**src/design/nid_pkg.sv**
```systemverilog
// ============================================================================
// nid_pkg
// Shared types and constants for the netpbm image decoder.
// ============================================================================
package nid_pkg;

    // Result kinds.
    localparam logic [1:0] KIND_HDR = 2'd0;
    localparam logic [1:0] KIND_SMP = 2'd1;
    localparam logic [1:0] KIND_ERR = 2'd2;

    // Error codes.
    localparam logic [1:0] ERR_NONE   = 2'd0;
    localparam logic [1:0] ERR_FORMAT = 2'd1;
    localparam logic [1:0] ERR_READ   = 2'd2;

    // Format kinds, taken from the digit after the magic.
    localparam logic [2:0] FMT_PBM_ASCII = 3'd1;
    localparam logic [2:0] FMT_PGM_ASCII = 3'd2;
    localparam logic [2:0] FMT_PPM_ASCII = 3'd3;
    localparam logic [2:0] FMT_PBM_RAW   = 3'd4;
    localparam logic [2:0] FMT_PGM_RAW   = 3'd5;
    localparam logic [2:0] FMT_PPM_RAW   = 3'd6;

    // Characters of interest.
    localparam logic [7:0] CH_P    = 8'h50;
    localparam logic [7:0] CH_HASH = 8'h23;
    localparam logic [7:0] CH_NL   = 8'h0A;
    localparam logic [7:0] CH_0    = 8'h30;
    localparam logic [7:0] CH_1    = 8'h31;
    localparam logic [7:0] CH_6    = 8'h36;
    localparam logic [7:0] CH_9    = 8'h39;

    typedef struct packed {
        logic [7:0] in_byte;
        logic       end_of_file;
    } in_item_t;

    typedef struct packed {
        logic [1:0]  kind;
        logic [15:0] image_width;
        logic [15:0] image_height;
        logic [1:0]  channel_count;
        logic [7:0]  sample_value;
        logic [1:0]  channel_index;
        logic [1:0]  error_code;
        logic        last;
    } out_item_t;

    // Parser phase.
    typedef enum logic [3:0] {
        PH_MAGIC,
        PH_KIND,
        PH_WIDTH,
        PH_HEIGHT,
        PH_MAXVAL,
        PH_DATA,
        PH_IDLE
    } phase_t;

    // Sequencer state.
    typedef enum logic [3:0] {
        SQ_WAIT,
        SQ_DECODE,
        SQ_FINISH,
        SQ_EOF_END,
        SQ_DIV_GO,
        SQ_DIV_WAIT,
        SQ_SMP_PUSH,
        SQ_HDR_PUSH,
        SQ_ERR_PUSH
    } seq_t;

    // Where the sequencer goes after a sample or a pushed result.
    typedef enum logic [1:0] {
        RT_WAIT,
        RT_EOF,
        RT_BITS
    } ret_t;

    // Source of a raw sample.
    typedef enum logic [1:0] {
        SRC_BYTE,
        SRC_BIT,
        SRC_DIGIT,
        SRC_ACC
    } src_t;

    typedef struct packed {
        logic       load_in;
        logic       set_kind;
        logic       digit;
        logic       comment_set;
        logic       comment_clr;
        logic       num_clr;
        logic       clr_flags;
        logic       wr_width;
        logic       wr_height;
        logic       wr_maxval;
        logic       maxval_one;
        logic       enter_data;
        logic       bit_init;
        logic       bit_dec;
        logic       div_start;
        src_t       src;
        logic       push_hdr;
        logic       push_smp;
        logic       push_err;
        logic [1:0] err;
    } cmd_t;

    typedef struct packed {
        logic       eof;
        logic       is_p;
        logic       kind_ok;
        logic       is_digit;
        logic       is_hash;
        logic       is_nl;
        logic       is_01;
        logic       in_number;
        logic       in_comment;
        logic [2:0] kind;
        logic       dims_bad;
        logic       acc_bad;
        logic       div_busy;
        logic       out_ready;
        logic       smp_last;
        logic       smp_wrap;
        logic       bit_zero;
    } sts_t;

endpackage

```
**src/design/nid_datapath.sv**
```systemverilog
// ============================================================================
// nid_datapath
// Byte register, number accumulator, header registers, raster counters,
// sample scaling divider and the result register.
// ============================================================================
module nid_datapath
    import nid_pkg::*;
#(
    parameter int DIM_BITS = 16
)
(
    input  logic      clk,
    input  logic      rst_n,
    input  in_item_t  byte_data,
    input  cmd_t      cmd,
    output sts_t      sts,
    output logic      result_valid,
    input  logic      result_stall,
    output out_item_t result_data
);

    localparam int DVD_W     = DIM_BITS + 8;
    localparam int DIV_STEPS = DIM_BITS + 8;
    localparam int CNT_W     = $clog2(DIV_STEPS + 1);
    localparam int EXT_W     = (DIM_BITS + 1 > 16) ? DIM_BITS + 1 : 16;
    localparam int MUL_W     = DIM_BITS + 5;

    logic [7:0]          byte_reg;
    logic                eof_reg;
    logic [DIM_BITS:0]   acc_reg;
    logic                in_number_reg;
    logic                in_comment_reg;
    logic [2:0]          kind_reg;
    logic [1:0]          cc_reg;
    logic [DIM_BITS:0]   width_reg;
    logic [DIM_BITS-1:0] height_reg;
    logic [DIM_BITS-1:0] maxval_reg;
    logic [DIM_BITS-1:0] col_reg;
    logic [DIM_BITS-1:0] row_reg;
    logic [1:0]          chan_reg;
    logic [2:0]          bit_reg;

    logic [DIM_BITS-1:0] rem_reg;
    logic [DVD_W-1:0]    dvd_reg;
    logic [7:0]          q_reg;
    logic [CNT_W-1:0]    cnt_reg;

    out_item_t           out_reg;
    out_item_t           out_next;
    logic                out_valid_reg;

    logic [3:0]          digit_val;
    logic [MUL_W-1:0]    acc_mul;
    logic [MUL_W-1:0]    acc_cap;
    logic [DIM_BITS:0]   acc_next;
    logic                bitmap;
    logic [DIM_BITS-1:0] s_raw;
    logic [DIM_BITS-1:0] s_val;
    logic [DVD_W-1:0]    dividend;
    logic [DIM_BITS:0]   shifted;
    logic [DIM_BITS:0]   rem_sub;
    logic                ge;
    logic [2:0]          chan_inc;
    logic [DIM_BITS:0]   col_inc;
    logic [DIM_BITS:0]   row_inc;
    logic                chan_wrap;
    logic                col_wrap;
    logic [EXT_W-1:0]    width_ext;
    logic [EXT_W-1:0]    height_ext;
    logic                out_ready;

    assign digit_val = byte_reg[3:0];
    assign acc_cap   = MUL_W'(1) << DIM_BITS;
    assign acc_mul   = (MUL_W'(acc_reg) << 3) + (MUL_W'(acc_reg) << 1) + MUL_W'(digit_val);

    always_comb
    begin
        if (!in_number_reg)
        begin
            acc_next = (DIM_BITS + 1)'(digit_val);
        end
        else if (acc_reg[DIM_BITS])
        begin
            acc_next = acc_reg;
        end
        else if (acc_mul > acc_cap)
        begin
            acc_next = acc_cap[DIM_BITS:0];
        end
        else
        begin
            acc_next = acc_mul[DIM_BITS:0];
        end
    end

    assign bitmap = (kind_reg == FMT_PBM_ASCII) || (kind_reg == FMT_PBM_RAW);

    always_comb
    begin
        case (cmd.src)
            SRC_BYTE:  s_raw = DIM_BITS'(byte_reg);
            SRC_BIT:   s_raw = DIM_BITS'(byte_reg[bit_reg]);
            SRC_DIGIT: s_raw = DIM_BITS'(byte_reg[0]);
            SRC_ACC:   s_raw = acc_reg[DIM_BITS] ? '1 : acc_reg[DIM_BITS-1:0];
            default:   s_raw = '0;
        endcase
        if (bitmap)
        begin
            s_val = (s_raw >= maxval_reg) ? '0 : maxval_reg - s_raw;
        end
        else
        begin
            s_val = s_raw;
        end
    end

    // s * 255 as (s << 8) - s.
    assign dividend = {s_val, 8'h00} - DVD_W'(s_val);

    // One restoring step per cycle; only the low eight quotient bits are kept.
    assign shifted = {rem_reg, dvd_reg[DVD_W-1]};
    assign rem_sub = shifted - {1'b0, maxval_reg};
    assign ge      = shifted >= {1'b0, maxval_reg};

    assign chan_inc  = 3'(chan_reg) + 3'd1;
    assign col_inc   = (DIM_BITS + 1)'(col_reg) + 1'b1;
    assign row_inc   = (DIM_BITS + 1)'(row_reg) + 1'b1;
    assign chan_wrap = chan_inc >= 3'(cc_reg);
    assign col_wrap  = chan_wrap && (col_inc >= width_reg);

    assign width_ext  = EXT_W'(width_reg);
    assign height_ext = EXT_W'(height_reg);
    assign out_ready  = !out_valid_reg || !result_stall;

    always_comb
    begin
        sts            = '0;
        sts.eof        = eof_reg;
        sts.is_p       = byte_reg == CH_P;
        sts.kind_ok    = (byte_reg >= CH_1) && (byte_reg <= CH_6);
        sts.is_digit   = (byte_reg >= CH_0) && (byte_reg <= CH_9);
        sts.is_hash    = byte_reg == CH_HASH;
        sts.is_nl      = byte_reg == CH_NL;
        sts.is_01      = (byte_reg == CH_0) || (byte_reg == CH_1);
        sts.in_number  = in_number_reg;
        sts.in_comment = in_comment_reg;
        sts.kind       = kind_reg;
        sts.acc_bad    = (acc_reg == '0) || acc_reg[DIM_BITS];
        sts.dims_bad   = sts.acc_bad || (width_reg == '0) || width_reg[DIM_BITS];
        sts.div_busy   = cnt_reg != '0;
        sts.out_ready  = out_ready;
        sts.smp_last   = col_wrap && (row_inc >= {1'b0, height_reg});
        sts.smp_wrap   = col_wrap;
        sts.bit_zero   = bit_reg == 3'd0;
    end

    // Payload of the next result.
    always_comb
    begin
        out_next               = '0;
        out_next.image_width   = width_ext[15:0];
        out_next.image_height  = height_ext[15:0];
        out_next.channel_count = cc_reg;
        if (cmd.push_hdr)
        begin
            out_next.kind = KIND_HDR;
        end
        else if (cmd.push_smp)
        begin
            out_next.kind          = KIND_SMP;
            out_next.sample_value  = q_reg;
            out_next.channel_index = chan_reg;
            out_next.last          = sts.smp_last;
        end
        else
        begin
            out_next.kind          = KIND_ERR;
            out_next.image_width   = '0;
            out_next.image_height  = '0;
            out_next.channel_count = '0;
            out_next.error_code    = cmd.err;
            out_next.last          = 1'b1;
        end
    end

    always_ff @(posedge clk or negedge rst_n)
    begin
        if (!rst_n)
        begin
            byte_reg       <= '0;
            eof_reg        <= 1'b0;
            acc_reg        <= '0;
            in_number_reg  <= 1'b0;
            in_comment_reg <= 1'b0;
            kind_reg       <= '0;
            cc_reg         <= '0;
            width_reg      <= '0;
            height_reg     <= '0;
            maxval_reg     <= '0;
            col_reg        <= '0;
            row_reg        <= '0;
            chan_reg       <= '0;
            bit_reg        <= '0;
            cnt_reg        <= '0;
            out_valid_reg  <= 1'b0;
        end
        else
        begin
            if (cmd.load_in)
            begin
                byte_reg <= byte_data.in_byte;
                eof_reg  <= byte_data.end_of_file;
            end
            if (cmd.set_kind)
            begin
                kind_reg <= byte_reg[2:0];
                cc_reg   <= ((byte_reg[2:0] == FMT_PPM_ASCII) ||
                             (byte_reg[2:0] == FMT_PPM_RAW)) ? 2'd3 : 2'd1;
            end
            if (cmd.digit)
            begin
                acc_reg <= acc_next;
            end
            if (cmd.clr_flags || cmd.num_clr || cmd.set_kind)
            begin
                in_number_reg <= 1'b0;
            end
            else if (cmd.digit)
            begin
                in_number_reg <= 1'b1;
            end
            if (cmd.clr_flags || cmd.comment_clr || cmd.set_kind)
            begin
                in_comment_reg <= 1'b0;
            end
            else if (cmd.comment_set)
            begin
                in_comment_reg <= 1'b1;
            end
            if (cmd.wr_width)
            begin
                width_reg <= acc_reg;
            end
            if (cmd.wr_height)
            begin
                height_reg <= acc_reg[DIM_BITS-1:0];
            end
            if (cmd.wr_maxval)
            begin
                maxval_reg <= acc_reg[DIM_BITS-1:0];
            end
            else if (cmd.maxval_one)
            begin
                maxval_reg <= DIM_BITS'(1);
            end
            if (cmd.bit_init)
            begin
                bit_reg <= 3'd7;
            end
            else if (cmd.bit_dec)
            begin
                bit_reg <= bit_reg - 3'd1;
            end
            if (cmd.div_start)
            begin
                cnt_reg <= CNT_W'(DIV_STEPS);
            end
            else if (cnt_reg != '0)
            begin
                cnt_reg <= cnt_reg - 1'b1;
            end
            if (cmd.enter_data)
            begin
                col_reg  <= '0;
                row_reg  <= '0;
                chan_reg <= '0;
            end
            else if (cmd.push_smp)
            begin
                if (chan_wrap)
                begin
                    chan_reg <= '0;
                    if (col_wrap)
                    begin
                        col_reg <= '0;
                        row_reg <= row_inc[DIM_BITS-1:0];
                    end
                    else
                    begin
                        col_reg <= col_inc[DIM_BITS-1:0];
                    end
                end
                else
                begin
                    chan_reg <= chan_inc[1:0];
                end
            end
            if (cmd.push_hdr || cmd.push_smp || cmd.push_err)
            begin
                out_valid_reg <= 1'b1;
            end
            else if (!result_stall)
            begin
                out_valid_reg <= 1'b0;
            end
        end
    end

    // Divider and result payload.
    always_ff @(posedge clk)
    begin
        if (cmd.div_start)
        begin
            rem_reg <= '0;
            dvd_reg <= dividend;
            q_reg   <= '0;
        end
        else if (cnt_reg != '0)
        begin
            rem_reg <= ge ? rem_sub[DIM_BITS-1:0] : shifted[DIM_BITS-1:0];
            dvd_reg <= dvd_reg << 1;
            q_reg   <= {q_reg[6:0], ge};
        end
        if (cmd.push_hdr || cmd.push_smp || cmd.push_err)
        begin
            out_reg <= out_next;
        end
    end

    assign result_valid = out_valid_reg;
    assign result_data  = out_reg;

endmodule

```
**src/design/nid_controller.sv**
```systemverilog
// ============================================================================
// nid_controller
// Parser phase and sequencer that steps the datapath through each byte.
// ============================================================================
module nid_controller
    import nid_pkg::*;
(
    input  logic clk,
    input  logic rst_n,
    input  logic byte_valid,
    output logic byte_stall,
    input  sts_t sts,
    output cmd_t cmd
);

    seq_t       seq_reg, seq_next;
    phase_t     phase_reg, phase_next;
    ret_t       ret_reg, ret_next;
    logic [1:0] err_reg, err_next;
    seq_t       ret_seq;
    logic       do_text;
    logic       text_eof;

    assign ret_seq  = (ret_reg == RT_EOF) ? SQ_EOF_END : SQ_WAIT;
    assign text_eof = (phase_reg == PH_WIDTH) || (phase_reg == PH_HEIGHT) ||
                      (phase_reg == PH_MAXVAL) ||
                      ((phase_reg == PH_DATA) &&
                       ((sts.kind == FMT_PGM_ASCII) || (sts.kind == FMT_PPM_ASCII)));

    always_ff @(posedge clk or negedge rst_n)
    begin
        if (!rst_n)
        begin
            seq_reg   <= SQ_WAIT;
            phase_reg <= PH_MAGIC;
            ret_reg   <= RT_WAIT;
            err_reg   <= ERR_NONE;
        end
        else
        begin
            seq_reg   <= seq_next;
            phase_reg <= phase_next;
            ret_reg   <= ret_next;
            err_reg   <= err_next;
        end
    end

    always_comb
    begin
        seq_next   = seq_reg;
        phase_next = phase_reg;
        ret_next   = ret_reg;
        err_next   = err_reg;
        cmd        = '0;
        cmd.err    = err_reg;
        do_text    = 1'b0;
        byte_stall = seq_reg != SQ_WAIT;

        case (seq_reg)
            SQ_WAIT:
            begin
                if (byte_valid)
                begin
                    cmd.load_in = 1'b1;
                    seq_next    = SQ_DECODE;
                end
            end

            SQ_DECODE:
            begin
                seq_next = SQ_WAIT;
                ret_next = RT_WAIT;
                if (sts.eof)
                begin
                    if (text_eof && sts.in_number)
                    begin
                        ret_next = RT_EOF;
                        seq_next = SQ_FINISH;
                    end
                    else
                    begin
                        seq_next = SQ_EOF_END;
                    end
                end
                else
                begin
                    case (phase_reg)
                        PH_MAGIC:
                        begin
                            if (sts.is_p)
                            begin
                                phase_next = PH_KIND;
                            end
                            else
                            begin
                                phase_next    = PH_IDLE;
                                cmd.clr_flags = 1'b1;
                                err_next      = ERR_FORMAT;
                                seq_next      = SQ_ERR_PUSH;
                            end
                        end
                        PH_KIND:
                        begin
                            if (sts.kind_ok)
                            begin
                                cmd.set_kind = 1'b1;
                                phase_next   = PH_WIDTH;
                            end
                            else
                            begin
                                phase_next    = PH_IDLE;
                                cmd.clr_flags = 1'b1;
                                err_next      = ERR_FORMAT;
                                seq_next      = SQ_ERR_PUSH;
                            end
                        end
                        PH_WIDTH, PH_HEIGHT, PH_MAXVAL:
                        begin
                            do_text = 1'b1;
                        end
                        PH_DATA:
                        begin
                            if (sts.kind == FMT_PBM_RAW)
                            begin
                                cmd.bit_init = 1'b1;
                                ret_next     = RT_BITS;
                                seq_next     = SQ_DIV_GO;
                            end
                            else if ((sts.kind == FMT_PGM_RAW) || (sts.kind == FMT_PPM_RAW))
                            begin
                                cmd.div_start = 1'b1;
                                cmd.src       = SRC_BYTE;
                                seq_next      = SQ_DIV_WAIT;
                            end
                            else
                            begin
                                do_text = 1'b1;
                            end
                        end
                        default:
                        begin
                            seq_next = SQ_WAIT;
                        end
                    endcase
                end

                // Text characters: comments, digits and number separators.
                if (do_text)
                begin
                    if (sts.in_comment && !sts.is_nl)
                    begin
                        seq_next = SQ_WAIT;
                    end
                    else if (!sts.in_comment && sts.is_hash)
                    begin
                        cmd.comment_set = 1'b1;
                    end
                    else
                    begin
                        if (sts.in_comment)
                        begin
                            cmd.comment_clr = 1'b1;
                        end
                        if ((phase_reg == PH_DATA) && (sts.kind == FMT_PBM_ASCII))
                        begin
                            if (sts.is_01)
                            begin
                                cmd.div_start = 1'b1;
                                cmd.src       = SRC_DIGIT;
                                seq_next      = SQ_DIV_WAIT;
                            end
                        end
                        else if (sts.is_digit)
                        begin
                            cmd.digit = 1'b1;
                        end
                        else if (sts.in_number)
                        begin
                            seq_next = SQ_FINISH;
                        end
                    end
                end
            end

            SQ_FINISH:
            begin
                cmd.num_clr = 1'b1;
                seq_next    = ret_seq;
                case (phase_reg)
                    PH_WIDTH:
                    begin
                        cmd.wr_width = 1'b1;
                        phase_next   = PH_HEIGHT;
                    end
                    PH_HEIGHT:
                    begin
                        cmd.wr_height = 1'b1;
                        if (sts.dims_bad)
                        begin
                            phase_next    = PH_IDLE;
                            cmd.clr_flags = 1'b1;
                            err_next      = ERR_FORMAT;
                            seq_next      = SQ_ERR_PUSH;
                        end
                        else if ((sts.kind == FMT_PBM_ASCII) || (sts.kind == FMT_PBM_RAW))
                        begin
                            cmd.maxval_one = 1'b1;
                            cmd.enter_data = 1'b1;
                            phase_next     = PH_DATA;
                            seq_next       = SQ_HDR_PUSH;
                        end
                        else
                        begin
                            phase_next = PH_MAXVAL;
                        end
                    end
                    PH_MAXVAL:
                    begin
                        cmd.wr_maxval = 1'b1;
                        if (sts.acc_bad)
                        begin
                            phase_next    = PH_IDLE;
                            cmd.clr_flags = 1'b1;
                            err_next      = ERR_FORMAT;
                            seq_next      = SQ_ERR_PUSH;
                        end
                        else
                        begin
                            cmd.enter_data = 1'b1;
                            phase_next     = PH_DATA;
                            seq_next       = SQ_HDR_PUSH;
                        end
                    end
                    PH_DATA:
                    begin
                        cmd.div_start = 1'b1;
                        cmd.src       = SRC_ACC;
                        seq_next      = SQ_DIV_WAIT;
                    end
                    default:
                    begin
                        seq_next = ret_seq;
                    end
                endcase
            end

            SQ_EOF_END:
            begin
                phase_next    = PH_MAGIC;
                cmd.clr_flags = 1'b1;
                ret_next      = RT_WAIT;
                if (phase_reg == PH_DATA)
                begin
                    err_next = ERR_READ;
                    seq_next = SQ_ERR_PUSH;
                end
                else if (phase_reg != PH_IDLE)
                begin
                    err_next = ERR_FORMAT;
                    seq_next = SQ_ERR_PUSH;
                end
                else
                begin
                    seq_next = SQ_WAIT;
                end
            end

            SQ_DIV_GO:
            begin
                cmd.div_start = 1'b1;
                cmd.src       = SRC_BIT;
                seq_next      = SQ_DIV_WAIT;
            end

            SQ_DIV_WAIT:
            begin
                if (!sts.div_busy)
                begin
                    seq_next = SQ_SMP_PUSH;
                end
            end

            SQ_SMP_PUSH:
            begin
                if (sts.out_ready)
                begin
                    cmd.push_smp = 1'b1;
                    if (sts.smp_last)
                    begin
                        phase_next = PH_IDLE;
                    end
                    if ((ret_reg == RT_BITS) && !sts.smp_last && !sts.smp_wrap &&
                        !sts.bit_zero)
                    begin
                        cmd.bit_dec = 1'b1;
                        seq_next    = SQ_DIV_GO;
                    end
                    else
                    begin
                        seq_next = ret_seq;
                    end
                end
            end

            SQ_HDR_PUSH:
            begin
                if (sts.out_ready)
                begin
                    cmd.push_hdr = 1'b1;
                    seq_next     = ret_seq;
                end
            end

            SQ_ERR_PUSH:
            begin
                if (sts.out_ready)
                begin
                    cmd.push_err = 1'b1;
                    seq_next     = ret_seq;
                end
            end

            default:
            begin
                seq_next = SQ_WAIT;
            end
        endcase
    end

endmodule

```
**src/design/netpbm_image_decoder.sv**
```systemverilog
// A byte that yields no result goes through an accept and a decode step. A
// sample also goes through the one-bit-per-cycle restoring divider that
// scales each sample by maxval. A packed bitmap byte yields up to eight
// samples, each through the divider. Reset (rst_n low, asynchronous)
// returns the parser to await the magic 'P'.
// ============================================================================
// netpbm_image_decoder
// Decodes a netpbm file byte stream into a header result, scaled 8-bit
// samples in raster order, or an error result.
// ============================================================================
module netpbm_image_decoder
    import nid_pkg::*;
#(
    parameter int DIM_BITS = 16
)
(
    input  logic      clk,
    input  logic      rst_n,
    input  logic      byte_valid,
    output logic      byte_stall,
    input  in_item_t  byte_data,
    output logic      result_valid,
    input  logic      result_stall,
    output out_item_t result_data
);

    // The controller owns the parser phase and the per-byte sequence; it
    // stalls the input while a byte is being worked on. The datapath owns
    // every number: the latched byte, the decimal accumulator, header
    // values, raster counters, the divider and the result register. The
    // result register is separate from the input side, so a new byte is
    // taken while a finished transaction waits to be taken downstream.
    cmd_t cmd;
    sts_t sts;

    nid_controller u_ctrl (
        .clk        (clk),
        .rst_n      (rst_n),
        .byte_valid (byte_valid),
        .byte_stall (byte_stall),
        .sts        (sts),
        .cmd        (cmd)
    );

    nid_datapath #(
        .DIM_BITS (DIM_BITS)
    ) u_dp (
        .clk          (clk),
        .rst_n        (rst_n),
        .byte_data    (byte_data),
        .cmd          (cmd),
        .sts          (sts),
        .result_valid (result_valid),
        .result_stall (result_stall),
        .result_data  (result_data)
    );

endmodule

```
**config.mk**
```make
export PLATFORM = sky130hd
export DESIGN_NAME = netpbm_image_decoder
export DESIGN_NICKNAME = d
export VERILOG_FILES = /design/src/design/nid_pkg.sv /design/src/design/nid_datapath.sv /design/src/design/nid_controller.sv /design/src/design/netpbm_image_decoder.sv
export SDC_FILE = /design/constraint.sdc
export NUM_CORES = 1
export LEC_CHECK = 0
export BUFFER_PORTS_ARGS = -buffer_cell sky130_fd_sc_hd__buf_2
export CORE_UTILIZATION = 50
export CTS_CLUSTER_DIAMETER = 200
export DETAILED_ROUTE_END_ITERATION = 10
export PLACE_DENSITY = 0.8
export SYNTH_ARGS = -nofsm -noshare
export SYNTH_HDL_FRONTEND = slang
export SYNTH_SLANG_ARGS = --single-unit
```
**constraint.sdc**
```tcl
create_clock -name clk -period 5.7 [get_ports clk]
set_input_delay 0.285 -clock clk [delete_from_list [all_inputs] [get_ports clk]]
set_output_delay 0.285 -clock clk [all_outputs]
set_load 0.03 [all_outputs]
```
==> key figures, run 1 <==
Worst hold path
  • Worst Hold Class: in -> reg
  • HP Start: byte_data[4]
  • Hold Path Depth: 2
  • Hold Crit Endpoint: u_dp.byte_reg[3]$_DFFE_PN0P_

Timing
  • Relative slew margins: 25.20%
  • Worst Tran Pin Value: 1118 ps
  • Fmax: 181.0 MHz
  • Min cycle time layout: 5526 ps
  • Skew final: 19.66 ps
  • PnR worst setup slack: 174.1 ps
  • Slew Viols, Final: 0
  • Period utilization: 96.95%
  • Final Hold Viols: 0
  • Final Setup Violations: 0

Critical path
  • Crit path DAT: 5820 ps
  • Reg-to-reg slack, setup: 170 ps
  • CP endpoint kind: flop
  • R2r endpoint: u_dp.dvd_reg[23]$_DFFE_PP_
  • Critical path type: reg -> reg
  • Cells on worst reg2reg path: 21
  • Max Fanout on Critical Path: 11
  • CP required: 5990 ps
  • Startpoint Class: flop
  • Reg2Reg Launch Point: u_ctrl.seq_reg[0]$_DFFE_PN0P_

Pwr
  • Logic pwr share: 50.0%
  • Peak VDD IR: 0.0003480 V
  • Clock share of power: 20.9%
  • Leakage: 0.008099 uW
  • Total power: 8148 uW
  • Pwr Density: 453.3 nW/um^2
  • Net Sw Frac: 41.06%
  • Sw Pwr: 3346 uW
  • Int Pwr: 4802 uW
  • Seq pwr share: 29.1%

Synth
  • Post-synthesis register bit count: 233
  • Synthesized area per cell: 9.004 um^2
  • Ys async rst share: 58.37%
  • Synth Instances: 1723
  • Most common library cells after synthesis: nor2_1, nand2_1, dfrtp_1
  • Primary FF master, synth: dfrtp_1
  • Area contributors post-synth: dfrtp_1, edfxtp_1, ha_1
  • Yosys top cell by area: dfrtp_1
  • Count leader, synth: nor2_1
  • Synth cell types: 86
  • Area share of the largest cell type after synthesis: 21.94%
  • Netlist Area Pre-Place: 15510 um^2
  • YS warnings: 0
  • Sequential element share of the synthesized area: 39.16%
  • Mapped Nets: 1857
  • Number of synthesized flops with an enable pin: 73

Clock network
  • H-tree levels: 1
  • CTS Root Cell: clkbuf_16
  • Max clock buf depth: 3
  • CTS tree: built
  • Worst skew pair latency: 560 ps
  • CTS clk-pin slew, worst paths: 60 ps
  • CTS Buf Count: 28
  • Clock sinks: 233

Global routing
  • Total gr overflow: 0
  • Pin count of the biggest net entering global routing: 81
  • First-pass GRT wire length: 69810 um
  • Initial antenna violation count: 0
  • All-Layer GR Usage: 27.94%
  • Vias in the first global route: 13.17k

Final layout
  • Utilization after layout: 58.76%
  • Area Growth Syn to Fin: 15.86%
  • Fill cells: 2665
  • Register area: 6077 um^2
  • Non-Filler Instances: 2275
  • Ant diodes: 0
  • Multi-input logic area: 8967 um^2
  • Cell area after layout: 17970 um^2
  • Number of flip-flops in the largest register: 49
  • Layout Nets: 1991
  • Share of post-route cells with drive strength above 1: 15.75%

Floorplanning
  • Die Height: 178.1 um
  • Starting Density: 50.72%
  • Die area: 31740 um^2
  • # IOs: 64
  • Die X: 178.1 um
  • Cell row count: 64
  • Core area: 30590 um^2

Placement
  • Post-DP Area: 16860 um^2
  • Input/output buffers: 63
  • GPL Wtd Cong: 1.009
  • Placed instance count: 2217
  • HPWL Detailed: 32390 um
  • Pre-CTS setup slack: -39.93 ps

Route
  • Post-DRT Antenna Nets: 0
  • DRC viols: 0
  • Via/cell ratio: 5.986
  • Vias post-DR: 13.62k
  • Iteration-0 DRC Markers: 1086
  • WL final: 43990 um
  • DR WL/cell: 19.34 um
  • Initial DRT Pass Iterations: 6

Outcome
  • Outcome: complete, no violations

Flow run
  • Max_cap viols: 0
-- worst max path at each step --
stage                                            end                            start  depth (start not counted)  slack, ps
after global placement    u_dp.dvd_reg[22]$_DFFE_PP_     u_dp.byte_reg[2]$_DFFE_PN0P_                         25        100
after global routing      u_dp.dvd_reg[23]$_DFFE_PP_  u_ctrl.phase_reg[2]$_DFFE_PN0P_                         22        -50
final                     u_dp.dvd_reg[23]$_DFFE_PP_    u_ctrl.seq_reg[0]$_DFFE_PN0P_                         21        170
after floorplan           u_dp.dvd_reg[23]$_DFFE_PP_     u_dp.byte_reg[2]$_DFFE_PN0P_                         25         90
after CTS                 u_dp.dvd_reg[23]$_DFFE_PP_  u_ctrl.phase_reg[1]$_DFFE_PN0P_                         24          6
after detailed placement  u_dp.dvd_reg[22]$_DFFE_PP_    u_ctrl.seq_reg[0]$_DFFE_PN0P_                         21        -40
-- power by group through the flow --
stage                     logic (uW)  registers, uW  clock network, uW
after floorplan                 2600           2510                  0
after global placement          3870           2370                  0
after detailed placement        3920           2390                  0
after CTS                       3960           2370               1730
after global routing            4490           2410               1790
final                           4080           2370               1700
-- cell type report --
type / count / share of cell area [%]
multi-input cells: 1319 / 49.89
well taps: 396 / 2.757
clock inverters: 14 / 0.5638
inverters: 104 / 2.172
flip-flops and latches: 233 / 33.81
repair buffers: 171 / 6.425
clock buffers: 38 / 4.385
-- critical path, cell delays in order, from the launching register on --
cell and delay, ps:
dfrtp_1 420, or4b_1 560, buf_4 200, nor2_1 110
buf_4 200, o21ai_0 110, ha_1 360, nand4_1 180
or4_1 620, o21a_1 260, o21ai_2 80, buf_4 200
nor2_1 80, a221oi_2 230, inv_1 140, ha_1 310
o21a_1 120, or3_1 360, a31oi_4 190, nor3b_2 90
a2111oi_2 340, nor3b_2 90
-- timing repair --
item                                    4_1_cts  5_1_grt
gates resized for setup                       1       33
gates cloned                                  0        0
buffers inserted                              0        2
pin swaps                                     0       11
hold buffers                                  4        0
endpoints found under the setup margin        4       12
hold endpoints to repair                     59        0
-- layout by cell type (no fill, tap or decap), drive strengths merged, types with 31 or more instances in the layout --
cell type / instances
ha: 116
inv: 104
nor2: 181
a21oi: 84
nand3: 31
xor2: 55
o21ai: 113
buf: 167
nor3: 39
xnor2: 42
dfrtp: 136
edfxtp: 73
nand2: 181
clkbuf: 38
-- metrics by stage --
stage	TNS, ps	hold WS [ps]
2_1_floorplan	0	-10.59
3_3_place_gp	0	293.8
3_5_place_dp	-41.77	298.5
4_1_cts	0	3.524
5_1_grt	-111.1	9.838
6_report	0	28.89
-- kinds of logic (layout without fill, tap and decap cells) --
| kind of cell | count (synthesis) | in the layout | synth area share, % |
|---|---|---|---|
| compound gates | 419 | 419 | 18.01 |
| xor+xnor | 97 | 97 | 5.476 |
| fa+ha+maj | 121 | 121 | 10.00 |
| buf+inv | 171 | 327 | 4.194 |
| flops | 233 | 233 | 39.16 |
| mux | 38 | 38 | 2.831 |
| simple gates | 644 | 644 | 20.32 |
-- layer usage --
metal	vias up	track usage (%)	wire length [um]	share of wire, %
met3	101	4.007	2840	6.5
met4	0	9.010	1404	3.2
met5	-	0	0	0
met2	516	48.12	21380	49
met1	6524	35.91	18370	42
li1	6477	-	-	-
Note: power is estimated with default switching activity, not from simulation.
==> run 2, diff against run 1 <==
--- a/config.mk
+++ b/config.mk
@@ -6,10 +6,11 @@
 export NUM_CORES = 1
 export LEC_CHECK = 0
 export BUFFER_PORTS_ARGS = -buffer_cell sky130_fd_sc_hd__buf_2
+export CORE_MARGIN = 3
 export CORE_UTILIZATION = 50
 export CTS_CLUSTER_DIAMETER = 200
 export DETAILED_ROUTE_END_ITERATION = 10
-export PLACE_DENSITY = 0.8
+export PLACE_DENSITY = 0.78
 export SYNTH_ARGS = -nofsm -noshare
 export SYNTH_HDL_FRONTEND = slang
 export SYNTH_SLANG_ARGS = --single-unit
==> constraint.sdc (replaced) <==
create_clock -name clk -period 5.67 [get_ports clk]
set_input_delay 0.2835 -clock clk [delete_from_list [all_inputs] [get_ports clk]]
set_output_delay 0.2835 -clock clk [all_outputs]
set_load 0.03 [all_outputs]
==> key figures, run 2 (same netlist as run 1, synthesis figures left out) <==
Outcome
  • Outcome: complete, no violations

Pwr
  • Leakage: 0.008192 uW
  • Total power: 8297 uW
  • Peak VDD IR: 0.0003593 V
  • Pwr Density: 459.5 nW/um^2

Global routing
  • Pin count of the biggest net entering global routing: 83
  • Initial antenna violation count: 0
  • Vias in the first global route: 13.37k
  • Total gr overflow: 0
  • First-pass GRT wire length: 71810 um
  • All-Layer GR Usage: 26.66%

Floorplanning
  • Die area: 33180 um^2
  • Core area: 30110 um^2
  • Die Height: 182.1 um
  • # IOs: 64
  • Starting Density: 51.52%
  • Cell row count: 63
  • Die X: 182.1 um

Route
  • Via/cell ratio: 6.045
  • Initial DRT Pass Iterations: 5
  • DRC viols: 0
  • DR WL/cell: 19.86 um
  • Vias post-DR: 13.78k
  • Iteration-0 DRC Markers: 1005
  • Post-DRT Antenna Nets: 0
  • WL final: 45250 um

Timing
  • Worst hold slack: 16.35 ps
  • Final Hold Viols: 0
  • Relative slew margins: 25.48%
  • Period utilization: 96.93%
  • Worst Tran Pin Value: 1114 ps
  • Slew Viols, Final: 0
  • Final Setup Violations: 0
  • Skew final: 16.56 ps
  • Min cycle time layout: 5496 ps
  • Fmax: 182.0 MHz

Critical path
  • Slowest CP cell: dfrtp_2
  • CP endpoint kind: flop
  • Max Fanout on Critical Path: 6
  • Cells on worst reg2reg path: 22
  • Startpoint Class: flop
  • Worst-path cell chain: nor4_2 > and2_1 > nand2_1 > o31ai_2 > nand3_1 > o21a_1 > a22o_1 > inv_1 > ha_2 > or2_4 > o2111a_1 > o21ai_0 > o21ai_0 > a311oi_1 > xnor2_1 > a21oi_1 > ha_1 > a221oi_1 > nor4b_4 > nand3_1 > a2111oi_4 > nor3b_2
  • Critical path type: reg -> reg
  • CP required: 5960 ps
  • Crit path DAT: 5780 ps
  • CP max stage delay: 450 ps

Final layout
  • Area Growth Syn to Fin: 16.40%
  • Share of post-route cells with drive strength above 1: 16.46%
  • Most frequent cells in the layout: nand2_1, nor2_1, dfrtp_1
  • Number of flip-flops in the largest register: 49
  • Utilization after layout: 59.97%
  • Ant diodes: 0
  • Layout Nets: 2003

Worst hold path
  • Hold Path Depth: 2
  • Worst Hold Class: in -> reg

Clock network
  • CTS tree: built
  • Max clock buf depth: 3
  • CTS Buf Count: 26
  • Worst skew pair latency: 540 ps
  • H-tree levels: 1
  • CTS Root Cell: clkbuf_16
  • Clock sinks: 233
  • CTS clk-pin slew, worst paths: 60 ps

Flow run
  • Max_cap viols: 0

Placement
  • HPWL Detailed: 33540 um
  • GPL Wtd Cong: 1.040
  • Input/output buffers: 63
==> run 2: cell count changes in the layout (fill, tap and decap cells not counted), moves of 3 or more <==
cell       change
buf_4         +16
bufinv_16      +3
clkbuf_1       -3
clkbuf_8       -3
clkinv_1       -3
ha_1           -3
ha_2           +3
==> run 2: final cells by class <==
cell class	instances	area, um^2
multi-input combinational	1319	8936
clock buffer	32	735.7
tap	390	488.0
timing repair buffer	185	1246
inverter	104	390.4
clock inverter	16	183.9
sequential	233	6077
fill	2559	12050
==> run 2: worst max-delay path: cells and delay by family (launching register included) <==
| kind | cells | cell delay (ps) |
|---|---|---|
| compound gates | 10 | 2430 |
| xor+xnor | 1 | 230 |
| fa+ha+maj | 2 | 540 |
| buf+inv | 1 | 60 |
| flops | 1 | 450 |
| simple gates | 8 | 1520 |
==> run 2: worst paths after layout <==
path / start / to / slack, ps
hold reg to reg: u_dp.q_reg[7]$_SDFFE_PP0P_ / u_dp.q_reg[7]$_SDFFE_PP0P_ / 440
setup / recovery: u_dp.byte_reg[7]$_DFFE_PN0P_ / u_dp.dvd_reg[23]$_DFFE_PP_ / 170
hold / removal: byte_data[6] / u_dp.byte_reg[5]$_DFFE_PN0P_ / 20
setup reg to reg: u_dp.byte_reg[7]$_DFFE_PN0P_ / u_dp.dvd_reg[23]$_DFFE_PP_ / 170
min in group asynchronous: rst_n / u_dp.cc_reg[0]$_DFFE_PN0P_ / 360
max in group asynchronous: rst_n / u_dp.bit_reg[2]$_DFFE_PN0P_ / 4030
==> run 2: where the power goes <==
part	internal, uW	leakage, uW	switching (uW)
Clock	1070	0.000457	724
Combinational	1700	0.00499	2420
Sequential	2170	0.00275	216
Total	4940	0.00819	3360
==> run 2: metal layers <==
metal / global-route usage [%] / part of all wire [%] / up-vias
met4: 10.63 / 4.6 / 0
met3: 4.624 / 7.8 / 116
met1: 34.91 / 41 / 6604
li1: - / - / 6495
met2: 44.11 / 46 / 562
met5: 0 / 0 / -
==> run 2: metrics by stage <==
step	std cells	area, um^2	setup slack (ps)	TNS (ps)
after detailed placement	2220	16910	57.66	0
after global routing	2279	18060	-22.92	-60.75
after global placement	2220	16910	138.8	0
after floorplan	1723	15510	62.43	0
final	2279	18060	174.3	0
after CTS	2271	17870	4.587	0
==> run 2: timing repair <==
item                       CTS  global route
setup endpoints to repair    2            12
hold buffers                 2             0
setup buffers                1             8
resized for setup            3            27
pin swaps                    1            12
hold endpoints to repair    82             0
